### config.mk
export PLATFORM = sky130hd
export DESIGN_NAME = prim_st_ram
export DESIGN_NICKNAME = d
export VERILOG_FILES = /design/src/hw/rtl/prim_st_ram.sv
export SDC_FILE = /design/constraint.sdc
export NUM_CORES = 1
export LEC_CHECK = 0
export ABC_AREA = 1
export ABC_CLOCK_PERIOD_IN_PS = 1570
export BUFFER_PORTS_ARGS = -buffer_cell sky130_fd_sc_hd__buf_2
export CORE_ASPECT_RATIO = 1.25
export CORE_MARGIN = 8
export CORE_UTILIZATION = 35
export CTS_BUF_LIST = sky130_fd_sc_hd__clkbuf_8
export CTS_CLUSTER_DIAMETER = 50
export DETAILED_ROUTE_END_ITERATION = 10
export SYNTH_ARGS = -nofsm -noshare
export SYNTH_HDL_FRONTEND = slang
export SYNTH_SLANG_ARGS = --single-unit
### constraint.sdc
create_clock -name clk -period 1.57 [get_ports clk]
set_clock_uncertainty 0.15 [all_clocks]
set_input_delay 0.157 -clock clk [delete_from_list [all_inputs] [get_ports clk]]
set_output_delay 0.157 -clock clk [all_outputs]
set_load 0.03 [all_outputs]
### src/hw/rtl/prim_st_ram.sv
// Generic single write port, single read port RAM with registered read data.
// No dependencies; used for the edge store and the node table.
module prim_st_ram #(
    parameter int WIDTH = 8,
    parameter int DEPTH = 16
) (
    input  logic                                     clk,
    input  logic                                     wr_en,
    input  logic [((DEPTH > 1) ? $clog2(DEPTH) : 1)-1:0] wr_addr,
    input  logic [WIDTH-1:0]                         wr_data,
    input  logic [((DEPTH > 1) ? $clog2(DEPTH) : 1)-1:0] rd_addr,
    output logic [WIDTH-1:0]                         rd_data
);

    logic [WIDTH-1:0] mem [DEPTH];
    logic [WIDTH-1:0] rd_data_reg;

    always_ff @(posedge clk)
    begin
        if (wr_en)
        begin
            mem[wr_addr] <= wr_data;
        end
        rd_data_reg <= mem[rd_addr];
    end

    assign rd_data = rd_data_reg;

endmodule

# Yosys cells after proc, flatten, opt, wreduce, memory -nomap -nowiden
# Memories as Yosys holds them, arrays and structs flattened. A register that Yosys moved wholly into a read port is not among the register bits.
# Cells that the tools add are included.
[classes]
n_mux = 2
[op_table]
columns = ["op", "n"]
rows = [
  ["$mux 1", 2],
]
[word_totals]
regBits = 0
ram_bits = 128
n_memories = 1
wordCells = 3
[memory_table]
columns = ["memory", "depth", "width", "rd", "rd_clocked_by_memory_dff", "write_ports", "line", "rtl"]
rows = [
  ["mem", 16, 8, 1, 1, 1, "15", "logic [WIDTH-1:0] mem [DEPTH];"],
]

# Logic depth before layout (Yosys ltp)
[logic_depth]
ltp_word = 2
ltp_mapped = 8
depth_no_buf = 7

# Worst setup path before layout
# OpenSTA, ideal clock, no wires.
[synth_timing]
path_type = "input to register"
startpoint = "input port wr_addr[2] (netlist bit)"
endpoint = "memory mem[10][0] (enable)"
setup_time_ps = 370
t_arrival_ps = 738
n_path_buf = 0
setup_slack_ps = 312
t_required_ps = 1050
stages = 2
path_cell_list = "nand3b_1 -> nor2_1"
[synth_rtl]
columns = ["item", "line", "rtl"]
rows = [
  ["start: declaration", "9", "input logic [((DEPTH > 1) ? $clog2(DEPTH) : 1)-1:0] wr_addr,"],
  ["end: declaration", "15", ""],
]
# No word-level cell before the write port.

# Final worst setup path
[layout_timing]
startpoint = "register rd_data_reg[7] (netlist: rd_data[7]) (read register of mem)"
endpoint = "output port rd_data[7]"
[layout_rtl]
columns = ["item", "line", "rtl"]
rows = [
  ["start: declaration", "16", "logic [WIDTH-1:0] rd_data_reg;"],
  ["end: declaration", "12", "output logic [WIDTH-1:0] rd_data"],
]
# No word-level cell between the ends.

==> metrics <==
Slew Limit Headroom 0.751; WP depth 1; reg-to-reg endpoint rd_data[3]; portion of the post-synthesis area used by sequential elements 0.694; cell-by-cell trace of the critical path buf_2; number of max-slew violations in the final report 0; Top Ports 26; floorplan die width 131 microns; die outline area 20,900 sq um; count of different cell masters after synthesis 12; Max clock buf depth 2; remaining routing DRC violations 0; worst setup path startpoint rd_data[7]; worst setup path endpoint rd_data[7]; setup fix buffers added after clock tree synthesis 0; family of cells with the greatest summed delay on the critical path flip-flops; Routed WL 13,500 microns; first-iteration detailed-routing DRC count 307; flip-flop count of the largest register, all copies and words added 128; clock network latency to the later pin of the worst-skew pair 0.44 ns; GRT Overall Usage 0.139; max-cap check violation count 0; cell type with the largest total area after synthesis sky130_fd_sc_hd__edfxtp_1; synthesized instance count 551; routed via count divided by cell count 4.62; half-perimeter wire length after detailed placement 8720 microns; maximum number of pins on one net before global-route repair 47; total nets after synthesis 569; main area contributors after synthesis sky130_fd_sc_hd__edfxtp_1 67%, sky130_fd_sc_hd__nand2_1 11%, sky130_fd_sc_hd__nand3_1 8.4%; total via count in the routed design 3,846; setup_tns 0 ns; Max stage delay cell, worst path sky130_fd_sc_hd__dfxtp_1; number of diodes added for antenna fixing 0; register bit count reported by yosys 136; CP arrival 0.97 ns; Leakage Power 2.87 nW; internal reg-to-reg setup slack 0.38 ns; power density relative to cell area 1100 nW/um^2; placeable core area 16,100 sq um; post-route standard cell area excluding fillers 6690 sq um; peak supply drop 0.476 mV; Setup crit end kind primary output; number of clock buffers inserted by TritonCTS 17; count of final hold-check violations 0; TritonCTS clock tree yes; global-route wire length before repair 21,700 microns; Synth Area per Inst 10.5 sq um; class of the tightest hold or removal check in2reg; share of the synthesized area in the top cell type 0.667; Final #Nets 622; initial antenna violation count 0; Max H-tree Level 4; critical setup path kind reg2out; initial standard-cell utilization of the core 0.357; detailed-route wire length per cell 16.2 microns; port bufs 25; via count of the first global-routing pass 4,108; Final setup violation count 0; final worst path period share 0.812; fmax 0.785 GHz; yosys warns 0; number of sinks handled by clock tree synthesis 136; Post-Synthesis Cell Area 5770 sq um; number of cells on the worst reg-to-reg path 6; last weighted congestion value of the routability-driven placer 0.801; DR pass1 iterations 5; launching element type of the critical path register; result of the run complete, no violations; share of layout cells above drive strength 1 0.128; Clock Tree Root sky130_fd_sc_hd__clkbuf_8; slowest cell delay on critical path 0.33 ns; cell area reported after detailed placement 6230 sq um; total congestion overflow 0; Site Rows 52; Clock transition at path regs 0.08 ns; RSZ-0062 raised after global routing false; CTS Hold Bufs 9; slew at the pin closest to its max-slew limit 0.373 ns; Die Ht 160 microns; number of buffers and inverters on the critical path 1; antenna-violating nets left 0; critical path data required time 1.26 ns; crit path max fanout 1; minimum period implied by the final worst setup slack 1.27 ns; number of instances resized during post-cts repair 0; Area Overhead vs Synth 15.9%; source of the worst register-to-register timing path mem[15][3]
-- kinds of logic (layout without fill, tap and decap cells) --
family        after synthesis  count (layout)  share of synthesized area
simple gates              289             289                      0.210
flops                     136             136                      0.694
buf+inv                   126             192                     0.0952
-- synthesized netlist by cell type --
master / n
sky130_fd_sc_hd__buf_2: 13
sky130_fd_sc_hd__nand2_1: 173
sky130_fd_sc_hd__buf_6: 6
sky130_fd_sc_hd__dfxtp_1: 8
sky130_fd_sc_hd__inv_2: 2
sky130_fd_sc_hd__buf_4: 4
sky130_fd_sc_hd__buf_1: 1
sky130_fd_sc_hd__inv_1: 100
sky130_fd_sc_hd__nor2_1: 17
sky130_fd_sc_hd__nand3_1: 97
sky130_fd_sc_hd__nand3b_1: 2
sky130_fd_sc_hd__edfxtp_1: 128
-- layout by cell type, fill, tap and decap left out --
cell type                         n
sky130_fd_sc_hd__buf_12           4
sky130_fd_sc_hd__buf_2           25
sky130_fd_sc_hd__buf_4           20
sky130_fd_sc_hd__bufinv_16        2
sky130_fd_sc_hd__clkbuf_8        17
sky130_fd_sc_hd__clkinv_1         4
sky130_fd_sc_hd__clkinv_2         3
sky130_fd_sc_hd__clkinv_4         1
sky130_fd_sc_hd__clkinvlp_4       5
sky130_fd_sc_hd__dfxtp_1          8
sky130_fd_sc_hd__dlygate4sd3_1    9
sky130_fd_sc_hd__edfxtp_1       128
sky130_fd_sc_hd__inv_1          100
sky130_fd_sc_hd__inv_2            2
sky130_fd_sc_hd__nand2_1        173
sky130_fd_sc_hd__nand3_1         97
sky130_fd_sc_hd__nand3b_1         2
sky130_fd_sc_hd__nor2_1          17
-- routing by layer --
| metal | share of wire | up-vias | wire length, microns | global-route usage |
|---|---|---|---|---|
| met5 | 0 | - | 0 | 0 |
| met1 | 0.40 | 1823 | 5370 | 0.153 |
| met3 | 0.048 | 23 | 644 | 0.0265 |
| li1 | - | 1877 | - | - |
| met2 | 0.53 | 123 | 7130 | 0.245 |
| met4 | 0.029 | 0 | 395 | 0.0727 |
-- cell type report --
class	count	area [sq um]
fillers	1612	9450
flip-flops and latches	136	4000
multi-input cells	289	1210
repair buffers	58	445
inverters	102	383
well taps	216	270
clock buffers	17	234
clock inverters	15	136
-- worst min-delay path by stage --
stage                     startpoint  cells after the start  slack (ns)          to
after floorplan           wr_data[0]                      0        0.11   mem[0][0]
after global placement    rd_addr[3]                      3        0.37  rd_data[2]
after detailed placement  rd_addr[3]                      3        0.37  rd_data[5]
after CTS                 rd_addr[2]                      5        0.12  rd_data[6]
after global routing      rd_addr[2]                      5        0.18  rd_data[7]
final                     rd_addr[2]                      5        0.14  rd_data[6]
-- power by group --
group / internal, mW / total (mW) / switching [mW]
Clock: 1.38 / 2.69 / 1.31
Sequential: 4.05 / 4.08 / 0.0219
Combinational: 0.175 / 0.570 / 0.394
-- worst min-delay path, delay by kind of cell --
family                 cells  cell delay, ns
and+or+nand+nor            3            0.23
buffers and inverters      2            0.31
-- through the flow --
step,cells,hold WS [ns],utilization,power [mW],setup slack (ns)
6_report,833,0.144,0.414,7.33,0.296
5_1_grt,833,0.180,0.414,7.60,0.237
4_1_cts,833,0.123,0.414,7.40,0.248
3_5_place_dp,792,0.371,0.386,4.72,0.155
3_3_place_gp,792,0.370,0.386,4.71,0.155
2_1_floorplan,551,0.106,-,4.49,0.312
Note: power is estimated with default switching activity, not from simulation.
